==> config.mk <==
export PLATFORM = sky130hd
export DESIGN_NAME = plclip_fifo
export DESIGN_NICKNAME = d
export VERILOG_FILES = /design/src/design/plclip_fifo.sv
export SDC_FILE = /design/constraint.sdc
export NUM_CORES = 1
export LEC_CHECK = 0
export BUFFER_PORTS_ARGS = -buffer_cell sky130_fd_sc_hd__buf_2
export CAP_MARGIN = 20
export CORE_MARGIN = 4
export CORE_UTILIZATION = 35
export DETAILED_ROUTE_END_ITERATION = 8
export PLACE_DENSITY = 0.61
export REMOVE_ABC_BUFFERS = 1
export SYNTH_ARGS = -nofsm -noshare
export SYNTH_HDL_FRONTEND = slang
export SYNTH_SLANG_ARGS = --single-unit
export TNS_END_PERCENT = 30
==> constraint.sdc <==
create_clock -name clk -period 1.4 [get_ports clk]
set_clock_uncertainty 0.1 [all_clocks]
set_input_delay 0.14 -clock clk [delete_from_list [all_inputs] [get_ports clk]]
set_output_delay 0.14 -clock clk [all_outputs]
set_load 0.005 [all_outputs]
==> src/design/plclip_fifo.sv <==
`timescale 1ns / 1ps
`default_nettype none

module plclip_fifo #(
	parameter int WIDTH = 8,
	parameter int DEPTH = 2
) (
	input  wire logic             clk,
	input  wire logic             arst_n,
	input  wire logic             wr_en,
	input  wire logic [WIDTH-1:0] wr_data,
	output logic                  full,
	input  wire logic             rd_en,
	output logic [WIDTH-1:0]      rd_data,
	output logic                  empty
);
	localparam int PTRW = (DEPTH > 1) ? $clog2(DEPTH) : 1;
	localparam int CNTW = $clog2(DEPTH + 1);

	logic [WIDTH-1:0] mem_q [DEPTH];
	logic [PTRW-1:0]  wr_ptr_q, rd_ptr_q;
	logic [CNTW-1:0]  cnt_q;
	logic             do_wr, do_rd;

	assign full    = (cnt_q == CNTW'(DEPTH));
	assign empty   = (cnt_q == '0);
	assign do_wr   = wr_en && !full;
	assign do_rd   = rd_en && !empty;
	assign rd_data = mem_q[rd_ptr_q];

	always_ff @(posedge clk or negedge arst_n) begin
		if (!arst_n) begin
			wr_ptr_q <= '0;
			rd_ptr_q <= '0;
			cnt_q    <= '0;
		end else begin
			if (do_wr) begin
				wr_ptr_q <= (wr_ptr_q == PTRW'(DEPTH - 1)) ? '0 : wr_ptr_q + 1'b1;
			end
			if (do_rd) begin
				rd_ptr_q <= (rd_ptr_q == PTRW'(DEPTH - 1)) ? '0 : rd_ptr_q + 1'b1;
			end
			if (do_wr && !do_rd) begin
				cnt_q <= cnt_q + 1'b1;
			end else if (do_rd && !do_wr) begin
				cnt_q <= cnt_q - 1'b1;
			end
		end
	end

	always_ff @(posedge clk) begin
		if (do_wr) begin
			mem_q[wr_ptr_q] <= wr_data;
		end
	end

endmodule

`default_nettype wire

==> metrics.yaml <==
final_nets: 102
routed_wl_um: 1390
status: "complete, but fails checks"
drive_above_1_share: 0.580
rows: 16
netlist_area_um2: 782
yosysTopAreaCell: "edfxtp_1"
synth.yosys.seq_area_share: 0.742
dieWidth_um: 55.3
min_path_type: "in -> async"
synth_top_area_frac: 0.614
synth_mux_area_frac: 0.115
finalSetupTns_ps: -976
cp-end-kind: "output pin"
clkSinkCount: 20
fin_ws_ps: -124
power.share.switching: 0.275
antenna_found_initial: 0
power.leakage_uw: 0.000541
setup_viol_count_final: 9
period_share: 1.09
wl_per_cell_um: 12.1
synth_top_family_by_area: "multiplexers"
power_uw: 2370
die_y_um: 55.3
post-route-util: 0.600
slew_violations: 0
route.detailed.drc: 0
clkLatencyLatePin_ps: 290
clk_path_buf_depth: 2
cp-start-kind: "register"
fin_crit_ps: 1520
drt_iter0_drc: 2
cellPowerDensity_mw_per_mm2: 1930
syn_avg_cell_area_um2: 17.8
rsz0062_at_grt: "yes"
arrival_ps: 1280
drtAntennaViolNets: 0
tightest_slew_ps: 208
timing.fmax_mhz: 656
comb_power_share: 0.474
required_ps: 1160
netlist_instances: 44
grt_max_degree: 12
peakVddDrop_uv: 1190
crit_type: "reg -> out"
pwr-share-seq: 0.390
area_growth_pct: 56.8
io_buffers: 21
grt_pass1_vias: 546
worstPathMaxFanout: 5
synthAdderAreaFrac: 0.0160
maxCapViolations: 0
vias_per_cell: 4.40
p_sw_uw: 652
drt_first_pass_iters: 2
yosys.area_share.simple: 0.0384
failed_checks: "setup timing"
vias: 506
start_util: 0.383
slew_headroom: 0.861
clock_power_share: 0.136
num_io_pins: 22
synthTopCellsByArea: "edfxtp_1, dfrtp_1, mux2_1"
synth_xor_area_frac: 0.0656
yosysUniqueCellTypes: 15
grt_pass1_wl_um: 2350
core_area_mm2: 0.00204
place_congestion: 0.707
cts_made_buffers: 3
hold_violations: 0
yosys_warnings: 0
mostFrequentLayoutCell: "edfxtp_1"
cts.clk_slew.worst_paths_ps: 110
globalRouteOverflowTotal: 0
mostFrequentLayoutCells: "edfxtp_1, buf_2, buf_6, dlygate4sd3_1, mux2_4"
htree_levels: 1
synth_compound_area_frac: 0.00640
p_int_uw: 1720
cts_tree: "built"
grt_use_total: 0.0993
num_antenna_cells: 0
dieArea_mm2: 0.00305
place_hpwl_um: 925
cts_root_buf: "clkbuf_4"
synth_seq_cells: 20
r2r_cells: 6
synth_stat cells (all sizes together):
cell type	instances
and3	1
buf	1
dfrtp	4
edfxtp	16
ha	1
inv	2
mux2	8
nand2	1
nand2b	1
nor2	3
o21ai	1
xnor2	3
xor2	2
registers in the layout (all words and copies together), names as in the netlist:
register	flops
mem_q	16
cnt_q	2
rd_ptr_q	1
wr_ptr_q	1
worst max-delay path, cell delays in order (launching register included):
cell     delay, ps
dfrtp_2        440
buf_6          140
mux2_4         300
buf_6          110
metrics by stage:
step | instance area [um^2] | setup slack [ps] | hold slack [ps] | instances
2_1_floorplan | 777 | -92.1 | -256 | 43
3_3_place_gp | 976 | -3.13 | -146 | 99
3_5_place_dp | 976 | -52.7 | -145 | 99
4_1_cts | 1190 | -125 | 50.7 | 115
5_1_grt | 1230 | -173 | 50.0 | 115
6_report | 1230 | -124 | 56.5 | 115
power by group through the flow:
stage / clock (uW) / combinational, uW / sequential (uW)
global route: 371 / 1220 / 947
CTS: 334 / 1040 / 917
detailed placement: 0 / 712 / 961
global placement: 0 / 701 / 950
floorplan: 0 / 368 / 942
finish: 323 / 1120 / 926
layout make-up:
class	count	area (um^2)
inverters	2	7.51
clock buffers	4	36.3
well taps	27	33.8
repair buffers	41	337
multi-input cells	21	229
flip-flops and latches	20	583
fillers	173	816
routing by layer:
layer / wire length (um) / global-route usage / up-vias
li1: - / - / 248
met3: 95 / 0.0490 / 0
met5: 0 / 0 / -
met1: 585 / 0.121 / 239
met4: 0 / 0.0313 / 0
met2: 707 / 0.154 / 19
what timing repair did:
| item | in CTS | in global routing |
|---|---|---|
| hold endpoints to repair | 20 | 0 |
| hold buffers | 9 | 0 |
| buffers inserted | 3 | 0 |
| setup endpoints to repair | 10 | 19 |
| gates resized for setup | 15 | 10 |
path summary, 6_finish.rpt:
kind	startpoint	endpoint	slack (ps)
setup / recovery	rd_ptr_q	rd_data[4]	-120
hold / removal	arst_n	cnt_q[0]	60
setup reg to reg	cnt_q[0]	cnt_q[1]	-40
hold reg to reg	wr_ptr_q	wr_ptr_q	430
max in group asynchronous	arst_n	wr_ptr_q	1010
min in group clk	wr_en	wr_ptr_q	120
logic make-up after synthesis:
group,count (synthesis)
xor+xnor,5
flops,20
mux,8
fa+ha+maj,1
compound gates,1
buf+inv,3
simple gates,6
Note: power is estimated with default switching activity, not from simulation.
