**config.mk**
```make
export PLATFORM = sky130hd
export DESIGN_NAME = plclip_front
export DESIGN_NICKNAME = d
export VERILOG_FILES = /design/src/design/plclip_pkg.sv /design/src/design/plclip_fifo.sv /design/src/design/plclip_front.sv
export SDC_FILE = /design/constraint.sdc
export NUM_CORES = 1
export LEC_CHECK = 0
export CORE_ASPECT_RATIO = 0.6
export CORE_MARGIN = 2
export CORE_UTILIZATION = 35
export CTS_CLUSTER_SIZE = 40
export DETAILED_ROUTE_END_ITERATION = 10
export DONT_BUFFER_PORTS = 1
export SYNTH_ARGS = -nofsm -noshare
export SYNTH_HDL_FRONTEND = slang
export SYNTH_SLANG_ARGS = --single-unit
```
**constraint.sdc**
```tcl
create_clock -name clk -period 9.1 [get_ports clk]
set_input_delay 0.91 -clock clk [delete_from_list [all_inputs] [get_ports clk]]
set_output_delay 0.91 -clock clk [all_outputs]
set_load 0.05 [all_outputs]
```
**src/design/plclip_pkg.sv**
```systemverilog
`timescale 1ns / 1ps
`default_nettype none

package plclip_pkg;

	localparam int CoordWidth   = 32;
	localparam int FracBits     = 16;
	localparam int IntWidth     = CoordWidth + 4;
	localparam int ScaleWidth   = 31;
	localparam int MulBWidth    = (IntWidth > ScaleWidth) ? IntWidth : ScaleWidth;
	localparam int ProdWidth    = IntWidth + MulBWidth;
	localparam int OrgWidth     = 12;
	localparam int PixWidth     = 16;
	localparam int CfgAddrWidth = 3;
	localparam int CfgDataWidth = 32;
	localparam int InQueueDepth  = 2;
	localparam int OutQueueDepth = 2;

	localparam logic [40:0] OfsCap = 41'd1 << 40;

	localparam logic [CfgAddrWidth-1:0] RegMinX    = 3'd0;
	localparam logic [CfgAddrWidth-1:0] RegMaxX    = 3'd1;
	localparam logic [CfgAddrWidth-1:0] RegMinY    = 3'd2;
	localparam logic [CfgAddrWidth-1:0] RegMaxY    = 3'd3;
	localparam logic [CfgAddrWidth-1:0] RegXOrigin = 3'd4;
	localparam logic [CfgAddrWidth-1:0] RegYOrigin = 3'd5;
	localparam logic [CfgAddrWidth-1:0] RegXScale  = 3'd6;
	localparam logic [CfgAddrWidth-1:0] RegYScale  = 3'd7;

	localparam logic CmdMove = 1'b0;
	localparam logic CmdLine = 1'b1;

	typedef struct packed {
		logic signed [CoordWidth-1:0] sample_x;
		logic signed [CoordWidth-1:0] sample_y;
		logic                         first_point;
	} sample_t;

	typedef struct packed {
		logic                       command;
		logic signed [PixWidth-1:0] pixel_x;
		logic signed [PixWidth-1:0] pixel_y;
		logic                       last;
	} result_t;

	typedef struct packed {
		logic signed [CoordWidth-1:0] min_x;
		logic signed [CoordWidth-1:0] max_x;
		logic signed [CoordWidth-1:0] min_y;
		logic signed [CoordWidth-1:0] max_y;
		logic [OrgWidth-1:0]          x_origin;
		logic [OrgWidth-1:0]          y_origin;
		logic [ScaleWidth-1:0]        x_scale;
		logic [ScaleWidth-1:0]        y_scale;
	} cfg_t;

	typedef struct packed {
		logic below;
		logic above;
		logic left;
		logic right;
	} outcode_t;

	typedef struct packed {
		sample_t  s;
		outcode_t oc;
	} item_t;

	typedef struct packed {
		logic start;
		logic divide;
	} md_req_t;

endpackage

`default_nettype wire

```
**src/design/plclip_fifo.sv**
```systemverilog
`timescale 1ns / 1ps
`default_nettype none

module plclip_fifo #(
	parameter int WIDTH = 8,
	parameter int DEPTH = 2
) (
	input  wire logic             clk,
	input  wire logic             arst_n,
	input  wire logic             wr_en,
	input  wire logic [WIDTH-1:0] wr_data,
	output logic                  full,
	input  wire logic             rd_en,
	output logic [WIDTH-1:0]      rd_data,
	output logic                  empty
);
	localparam int PTRW = (DEPTH > 1) ? $clog2(DEPTH) : 1;
	localparam int CNTW = $clog2(DEPTH + 1);

	logic [WIDTH-1:0] mem_q [DEPTH];
	logic [PTRW-1:0]  wr_ptr_q, rd_ptr_q;
	logic [CNTW-1:0]  cnt_q;
	logic             do_wr, do_rd;

	assign full    = (cnt_q == CNTW'(DEPTH));
	assign empty   = (cnt_q == '0);
	assign do_wr   = wr_en && !full;
	assign do_rd   = rd_en && !empty;
	assign rd_data = mem_q[rd_ptr_q];

	always_ff @(posedge clk or negedge arst_n) begin
		if (!arst_n) begin
			wr_ptr_q <= '0;
			rd_ptr_q <= '0;
			cnt_q    <= '0;
		end else begin
			if (do_wr) begin
				wr_ptr_q <= (wr_ptr_q == PTRW'(DEPTH - 1)) ? '0 : wr_ptr_q + 1'b1;
			end
			if (do_rd) begin
				rd_ptr_q <= (rd_ptr_q == PTRW'(DEPTH - 1)) ? '0 : rd_ptr_q + 1'b1;
			end
			if (do_wr && !do_rd) begin
				cnt_q <= cnt_q + 1'b1;
			end else if (do_rd && !do_wr) begin
				cnt_q <= cnt_q - 1'b1;
			end
		end
	end

	always_ff @(posedge clk) begin
		if (do_wr) begin
			mem_q[wr_ptr_q] <= wr_data;
		end
	end

endmodule

`default_nettype wire

```
**src/design/plclip_front.sv**
```systemverilog
`timescale 1ns / 1ps
`default_nettype none

module plclip_front (
	input  wire logic              clk,
	input  wire logic              arst_n,
	input  wire plclip_pkg::cfg_t  cfg,
	input  wire logic              push,
	input  wire plclip_pkg::sample_t sample,
	output logic                   full,
	input  wire logic              pop,
	output plclip_pkg::item_t      item,
	output logic                   valid
);
	import plclip_pkg::*;

	item_t in_item;
	logic  q_empty;

	// classify the new endpoint against the window
	always_comb begin
		in_item.s        = sample;
		in_item.oc.below = sample.sample_y < cfg.min_y;
		in_item.oc.above = sample.sample_y > cfg.max_y;
		in_item.oc.left  = sample.sample_x < cfg.min_x;
		in_item.oc.right = sample.sample_x > cfg.max_x;
	end

	plclip_fifo #(
		.WIDTH($bits(item_t)),
		.DEPTH(InQueueDepth)
	) u_queue (
		.clk    (clk),
		.arst_n (arst_n),
		.wr_en  (push),
		.wr_data(in_item),
		.full   (full),
		.rd_en  (pop),
		.rd_data(item),
		.empty  (q_empty)
	);

	assign valid = !q_empty;

endmodule

`default_nettype wire

```
==> results of run 1 <==
-- layer usage --
metal	vias to the layer above	part of all wire
met1	2472	0.50
met3	17	0.093
met4	2	0.012
met5	-	0.00063
met2	176	0.40
li1	2527	-
-- stage by stage --
step | total power [mW] | cell area (um2)
CTS | 2.75 | 9320
detailed placement | 2.02 | 8730
global placement | 2.02 | 8730
floorplan | 1.88 | 8340
finish | 2.72 | 9330
global route | 2.84 | 9330
-- cell families (layout without fill, tap and decap cells) --
kind of cell / count (synthesis) / in the layout / synth area share
muxes: 71 / 71 / 0.0956
adders and majority gates: 127 / 127 / 0.191
buffers and inverters: 136 / 161 / 0.0612
other: 0 / 1 / 0
AOI/OAI and AO/OA: 102 / 102 / 0.0746
and+or+nand+nor: 105 / 105 / 0.0639
DFF: 142 / 142 / 0.509
xor gates and xnor gates: 5 / 5 / 0.00525
-- sequential cells by signal, indices dropped and copies added (netlist names) --
signal / count
u_queue.cnt_q: 2
u_queue.mem_q: 138
u_queue.rd_ptr_q: 1
u_queue.wr_ptr_q: 1
-- final timing paths --
path | start | to | depth (start not counted)
worst max-delay path | u_queue.rd_ptr_q | item[37] | 1
worst min-delay path | arst_n | u_queue.rd_ptr_q | 0
worst max register to register | u_queue.cnt_q[0] | u_queue.mem_q[0][44] | 4
worst min register to register | u_queue.cnt_q[1] | u_queue.cnt_q[1] | 1
max in group asynchronous | arst_n | u_queue.rd_ptr_q | 0
min in group clk | u_queue.cnt_q[1] | u_queue.cnt_q[1] | 1
-- synth_stat cells, drive strengths merged --
| cell type | number | area share |
|---|---|---|
| nand2b | 5 | 0.0041 |
| or4 | 2 | 0.0018 |
| o21ai | 15 | 0.0090 |
| mux2i | 2 | 0.0024 |
| clkbuf | 8 | 0.0036 |
| nor2b | 5 | 0.0038 |
| a31o | 2 | 0.0021 |
| o41ai | 1 | 0.0011 |
| nor3 | 7 | 0.0048 |
| a41oi | 3 | 0.0032 |
| dfrtp | 4 | 0.012 |
| nand3 | 11 | 0.0066 |
| a221oi | 5 | 0.0053 |
| or2 | 2 | 0.0015 |
| nor4 | 1 | 0.00075 |
| o21bai | 2 | 0.0018 |
| xor2 | 2 | 0.0021 |
| mux2 | 69 | 0.093 |
| a2111oi | 3 | 0.0032 |
| a21o | 14 | 0.013 |
| o21a | 3 | 0.0027 |
| nor2 | 14 | 0.0063 |
| ha | 127 | 0.19 |
| nand2 | 35 | 0.016 |
| nor3b | 1 | 0.00090 |
| a211oi | 2 | 0.0018 |
| inv | 128 | 0.058 |
| a21oi | 49 | 0.029 |
| o22ai | 1 | 0.00075 |
| o211ai | 2 | 0.0018 |
| edfxtp | 138 | 0.50 |
| and4 | 2 | 0.0021 |
| and3 | 3 | 0.0029 |
| xnor2 | 3 | 0.0032 |
| nand4 | 17 | 0.013 |
-- cells in the final DEF (no fill, tap or decap), drive strengths merged, types with 2 or more instances in the layout --
cell / instances
edfxtp: 138
inv: 131
ha: 127
mux2: 69
a21oi: 49
nand2: 35
clkbuf: 19
nand4: 17
o21ai: 15
a21o: 14
nor2: 14
nand3: 11
nor3: 7
a221oi: 5
nor2b: 5
nand2b: 5
clkinvlp: 4
dfrtp: 4
a2111oi: 3
a41oi: 3
o21a: 3
xnor2: 3
bufinv: 3
and3: 3
clkinv: 3
or2: 2
o211ai: 2
and4: 2
a211oi: 2
mux2i: 2
or4: 2
o21bai: 2
a31o: 2
xor2: 2
-- layout make-up --
type,count,area (um2),share of cell area
flip-flops and latches,142,4250,0.455
multi-input cells,410,3600,0.386
inverters,128,480,0.0515
clock buffers,19,433,0.0464
well taps,315,394,0.0423
clock inverters,13,164,0.0176
repair buffers,1,7.51,0.000805
diodes,1,2.50,0.000268
-- report_power, final --
group          switching (mW)  leakage, nW  total [mW]  internal (mW)
clock network           0.289        0.278       0.722          0.433
logic                   0.759         2.38       0.998          0.238
registers               0.101         1.33        1.00          0.900
==> impl_summary.md, run 1 <==
Floorplan
The region available for standard cell placement spans ~0.023 mm2. The effective utilization at floorplan is 0.359. The boundary pin count is about 350. The number of core rows is 43. In this run the horizontal extent of the chip is ~200 um. Measured along the y axis, the die boundary spans between 100 and 150 um. The die covers approximately 0.025 mm2.

Route
The final routed DRC violation total is 0. The via total after detailed routing is roughly 5.2k. The average vias per placed instance is roughly 5.

The first detailed-routing pass ran for 4 iterations. The initial DRC count is 252. The count of nets left with antenna violations once routing finished came out at 0.

The final wirelength is approximately 20,000 um. The average wire per cell in the routed design is about 20 um.

CTS
The total clock sinks is 142. Clock-pin slew was measured on the worst setup and hold paths at 0.06 ns. The CTS tree is yes. The number of gates resized after CTS was 0. No sink is reached through more buffers than the 2 on the longest clock path. The number of setup buffers added after CTS is 0.

The clock reaches the later pin of the worst-skew pair after ~0.42 ns. The root buffer cell chosen for the clock tree is clkbuf_16. The number of hold buffers added after CTS is 0. The H-tree generated during clock tree synthesis spans 4 levels. The number of clock buffers added by TritonCTS is 17.

Setup path
The number of buffers and inverters on the critical path is 0. The endpoint arrival time on the critical path is ~2.2 ns. The kind of start point of the critical path is a flop. Grouping stages by cell kind, the critical path spends the most delay in flip-flops.

For the worst setup path, the data required time is approximately 8.2 ns. The delay of the slowest cell on the worst path is between 1 and 1.5 ns. Of all nets on the critical path, the largest fanout is 70. The register-to-register path setup slack is between 7 and 8 ns.

The signal on the critical path passes through mux2_2. The cell type of the slowest stage on the worst timing path is dfrtp_4. The sort of element at the end of the critical path is an output port. The type of the worst setup path is flop to output port.

GRT
Across every metal layer, demand over resource in global routing totals 0.163. The first global-routing pass estimated 30,100 um of wire. The pin count of the biggest net entering global routing is 71. For met1 alone, demand over resource in global routing was 0.233. The via count of the first global-routing pass came to 5,157.

For this run, global-route usage on met3 was measured as 0.0669. The number of antenna violations at the first check in global routing was 2. In the global route stage, met2 resource usage came out at 0.224. The total overflow left after global routing is 0. met1 is the most crowded layer.

Synth
Of the synthesized area, sequential elements account for 0.509. The net count of the mapped netlist is 1,098. The synthesis-stage register bit count is approximately 140. The summed instance area of the synthesized netlist is about 0.0083 mm2. The mean instance size in the synthesized netlist is roughly 12 um2. The distinct cell type count of the synthesized netlist is 39. The post-synthesis instance total is 688. For this run, the number of Yosys warnings is 0.

STA
The period utilization is 0.338. The final-report max-slew violation count was 0. Setup violations remaining at the end of the flow were counted as 0.

The actual slew at the worst max-slew pin is between 1 and 1.5 ns. Across all hold checks on the routed design, the worst slack comes to roughly 0.18 ns. The number of hold violations in the final report came to 0.

The setup TNS is 0 ns. Derived from the worst setup path, the maximum achievable clock frequency is approximately 0.33 GHz. The worst path in the final design needs a cycle of a little over 3 ns, including I/O delays and setup. The clock arrives with 0.0114 ns of skew.

Measured against its own limit, the worst slew margin works out to 0.170. Setup slack closes at about 6 ns. Setup repair after global routing left no endpoint under its margin.

Pwr
The total power per unit cell area is between 200 and 300 mW/mm2. The worst IR drop on VDD is ~0.00020 V. The leakage power is 3.98 nW.

Worst hold path
The worst hold path belongs to the class input port to async pin.

Flow run
Max-cap violations in this run came to 0.

Placement
The half-perimeter wire length after placement is 15,500 um. Once placement completed, the tool counted placed cells totaling roughly 1,000. The number of I/O port buffers is 0. Timing analysis after detailed placement gives a worst setup slack of between 5 and 6 ns.

At the end of routability-driven placement, the weighted congestion stood at roughly 0.76.

Layout
The area overhead of the layout relative to synthesis is 11.8%. The filler cell count is 2,230. Measured on the finished design, the core utilization comes to 0.401. After the last flow step, the layout net total stands at 1,110. In the final layout, the share of cells above drive strength 1 is 0.150.

The non-filler instance count after layout is 1,029.

Outcome
The flow ran to the end, and the final reports show no timing, DRC or antenna violations.
(Power assumes the default switching activity.)
==> run 2, diff against run 1 <==
==> constraint.sdc (replaced) <==
create_clock -name clk -period 2.9 [get_ports clk]
set_input_delay 0.29 -clock clk [delete_from_list [all_inputs] [get_ports clk]]
set_output_delay 0.29 -clock clk [all_outputs]
set_load 0.05 [all_outputs]
==> impl_summary.md, run 2 (synthesis results as in run 1) <==
Layout
Most frequent cells in the layout: edfxtp_1 (138), inv_1 (128), ha_1 (127) (unchanged). The post-route cell area is 0.0101 mm2 (was 0.00933 mm2). The final standard cell utilization of the core is 0.434 (was 0.401). The area overhead of the layout relative to synthesis is 20.9% (was 11.8%). The number of flip-flops in the largest register is 138 (unchanged). The most common library cell in the layout ignoring fill and taps is edfxtp_1 (unchanged). The top register by number of flip-flops is u_queue.mem_q (unchanged). The number of nets in the finished design is 1,182 (was 1,110). Registers with the most flip-flops: u_queue.mem_q: 138 flops, u_queue.cnt_q: 2 flops (unchanged). The fraction of final layout cells with drive strength greater than 1 is 0.144 (was 0.150).

STA
The final-report max-slew violation count is 0 (unchanged). The count of endpoints failing setup in the final report is 0 (unchanged). The setup TNS is 0 ns (unchanged). The highest clock rate is 0.445 GHz.

The minimum hold slack is 0.101 ns (was 0.180 ns). The period utilization is 0.775. Unrepaired setup endpoints after global routing: no (unchanged). The remaining max-slew budget at the tightest pin was 0.607 (was 0.170). The actual slew at the worst max-slew pin came to 0.586 ns (was 1.21 ns).

The final period demand of the worst path is roughly 2.2 ns. The maximum clock skew at final layout is 0.0164 ns (was 0.0114 ns). The number of hold violations in the final report is 0 (unchanged).

Setup path
The critical-path maximum fanout is 27 (was 70). The cell type of the slowest stage on the worst timing path is dfrtp_4 (unchanged). The sort of element at the end of the critical path is an output port (unchanged). Cell breakdown of the critical path: buf_4 -> mux2_2 (was mux2_2). The type of the worst setup path was flop to output port (unchanged).

The delay of the slowest cell on the worst path was 0.70 ns (was 1.13 ns). The kind of start point of the critical path was a flop (unchanged). The endpoint arrival time on the critical path is 1.96 ns (was 2.17 ns). The required time of the worst setup path is 2.61 ns (was 8.19 ns).

CTS
The total of cells resized after clock tree synthesis is 0 (unchanged). The total clock sinks is 142 (unchanged). The number of clock buffers inserted by TritonCTS is 17 (unchanged). The maximum root-to-sink buffer count is 2 (unchanged). The latest clock arrival within the worst-skew pair is 0.42 ns (about the same).

The total number of H-tree levels is 4 (unchanged). The CTS tree is yes (unchanged). The buffer type at the clock tree root was clkbuf_16 (unchanged). The clock-pin transition on the worst setup and hold timing paths came to 0.05 ns (was 0.06 ns).

Outcome
Run status: finished, final reports clean (unchanged).

Floorplan
The boundary pin count is 354 (unchanged). The area of the placeable core is 0.0232 mm2 (unchanged). The number of core rows was 43 (unchanged). The die outline area came to 0.0251 mm2 (unchanged).

The chip height is 124 um (unchanged). The die width was 203 um (unchanged). The effective utilization at floorplan is 0.359 (unchanged).

Pwr
The part of the power in combinational logic is 0.392 (was 0.367). The leakage power is 4.31 nW (was 3.98 nW). The switching power summed over all nets was 3.65 mW (was 1.15 mW). The worst IR drop on VDD came to 0.000383 V (was 0.000197 V). The internal power of the cells is 5.13 mW (was 1.57 mW).

The total power is 8.78 mW (was 2.72 mW). The total power per unit cell area was 871 mW/mm2 (was 292 mW/mm2). The part of the power in registers is 0.343 (was 0.368). The proportion of total power due to net switching is 0.416 (was 0.423). The portion of total power attributed to the clock network is 0.265 (about the same).

Route
The final routed DRC violation total is 0 (unchanged). The final wirelength is 21,600 um (was 20,500 um). The via total after detailed routing is 5,489 (was 5,194). The average wire per cell in the routed design is 19.6 um (was 19.9 um). The length of the first detailed-routing pass in iterations is 5 (was 4).

The initial DRC count is 333 (was 252). The average vias per placed instance is 4.98 (was 5.05). The count of nets left with antenna violations after detail routing is 0 (unchanged).

Worst hold path
The kind of path behind the tightest hold check is input port to flop (was input port to async pin).

Placement
The half-perimeter wire length after placement is 16,200 um (was 15,500 um). The number of I/O port buffers was 0 (unchanged). The cell area after placement is 0.00880 mm2 (was 0.00873 mm2). The final estimated routing congestion in global placement came to 0.807 (was 0.755).

GRT
The wire length of the first global-routing pass was 32,100 um (was 30,100 um). The overall track demand over capacity in global routing is 0.174 (was 0.163). The via count of the first global-routing pass came to 5,607 (was 5,157). The number of antenna violations at the first check in global routing is 3 (was 2). The pin count of the biggest net entering global routing came to 39 (was 71). The total grt overflow was 0 (unchanged).

Flow run
The number of max-cap violations is 0 (unchanged).
-- run 2: changes by cell type in the layout (fill, tap and decap cells not counted) --
cell / before / now
clkinv_4: 1 / 2
clkinv_2: 1 / 0
bufinv_16: 3 / 4
buf_4: 1 / 5
dlygate4sd3_1: 0 / 66
buf_12: 0 / 2
inv_6: 3 / 2
diode_2: 1 / 2
-- run 2: worst max-delay path, delay by kind of cell (launching register included) --
| kind | cells | cell delay [ns] |
|---|---|---|
| buffers and inverters | 1 | 0.33 |
| flip-flops | 1 | 0.70 |
| multiplexers | 1 | 0.50 |
-- run 2: power groups by stage --
stage | sequential (mW) | combinational (mW) | clock [mW]
finish | 3.01 | 3.44 | 2.33
floorplan | 2.95 | 2.93 | 0
CTS | 3.02 | 3.48 | 2.37
global placement | 3.04 | 3.37 | 0
detailed placement | 3.06 | 3.37 | 0
global route | 3.06 | 3.63 | 2.46
-- run 2: layout make-up --
class,instances,area [um2]
Antenna cell,2,5.00
Clock buffer,19,433
Clock inverter,13,189
Fill cell,2205,13200
Inverter,128,480
Multi-Input combinational cell,410,3600
Sequential cell,142,4250
Tap cell,315,394
Timing Repair Buffer,73,738
-- run 2: worst paths after layout --
check	from	endpoint	slack (ns)	depth (start not counted)
worst min register to register	u_queue.cnt_q[1]	u_queue.cnt_q[1]	0.48	1
worst max register to register	u_queue.cnt_q[0]	u_queue.mem_q[1][34]	1.06	3
worst max-delay path	u_queue.rd_ptr_q	item[38]	0.65	2
max in group asynchronous	arst_n	u_queue.rd_ptr_q	2.53	1
worst min-delay path	pop	u_queue.rd_ptr_q	0.10	2
min in group asynchronous	arst_n	u_queue.cnt_q[1]	0.16	1
-- run 2: layer usage --
| metal | wire (um) | vias to the layer above | GRT usage |
|---|---|---|---|
| li1 | - | 2672 | - |
| met1 | 10700 | 2594 | 0.245 |
| met2 | 8540 | 201 | 0.234 |
| met3 | 2020 | 20 | 0.0759 |
| met4 | 288 | 2 | 0.0593 |
| met5 | 13 | - | 0 |
-- run 2: what timing repair did --
action | CTS | global route
hold buffers | 66 | 0
endpoints found under the hold margin | 134 | 0
buffers inserted | 0 | 0
endpoints found under the setup margin | 0 | 0
-- run 2: metrics by stage --
stage | setup WS [ns] | instances
floorplan | 0.0537 | 688
global placement | 0.550 | 1002
detailed placement | 0.562 | 1002
CTS | 0.574 | 1100
global route | 0.552 | 1101
finish | 0.653 | 1102
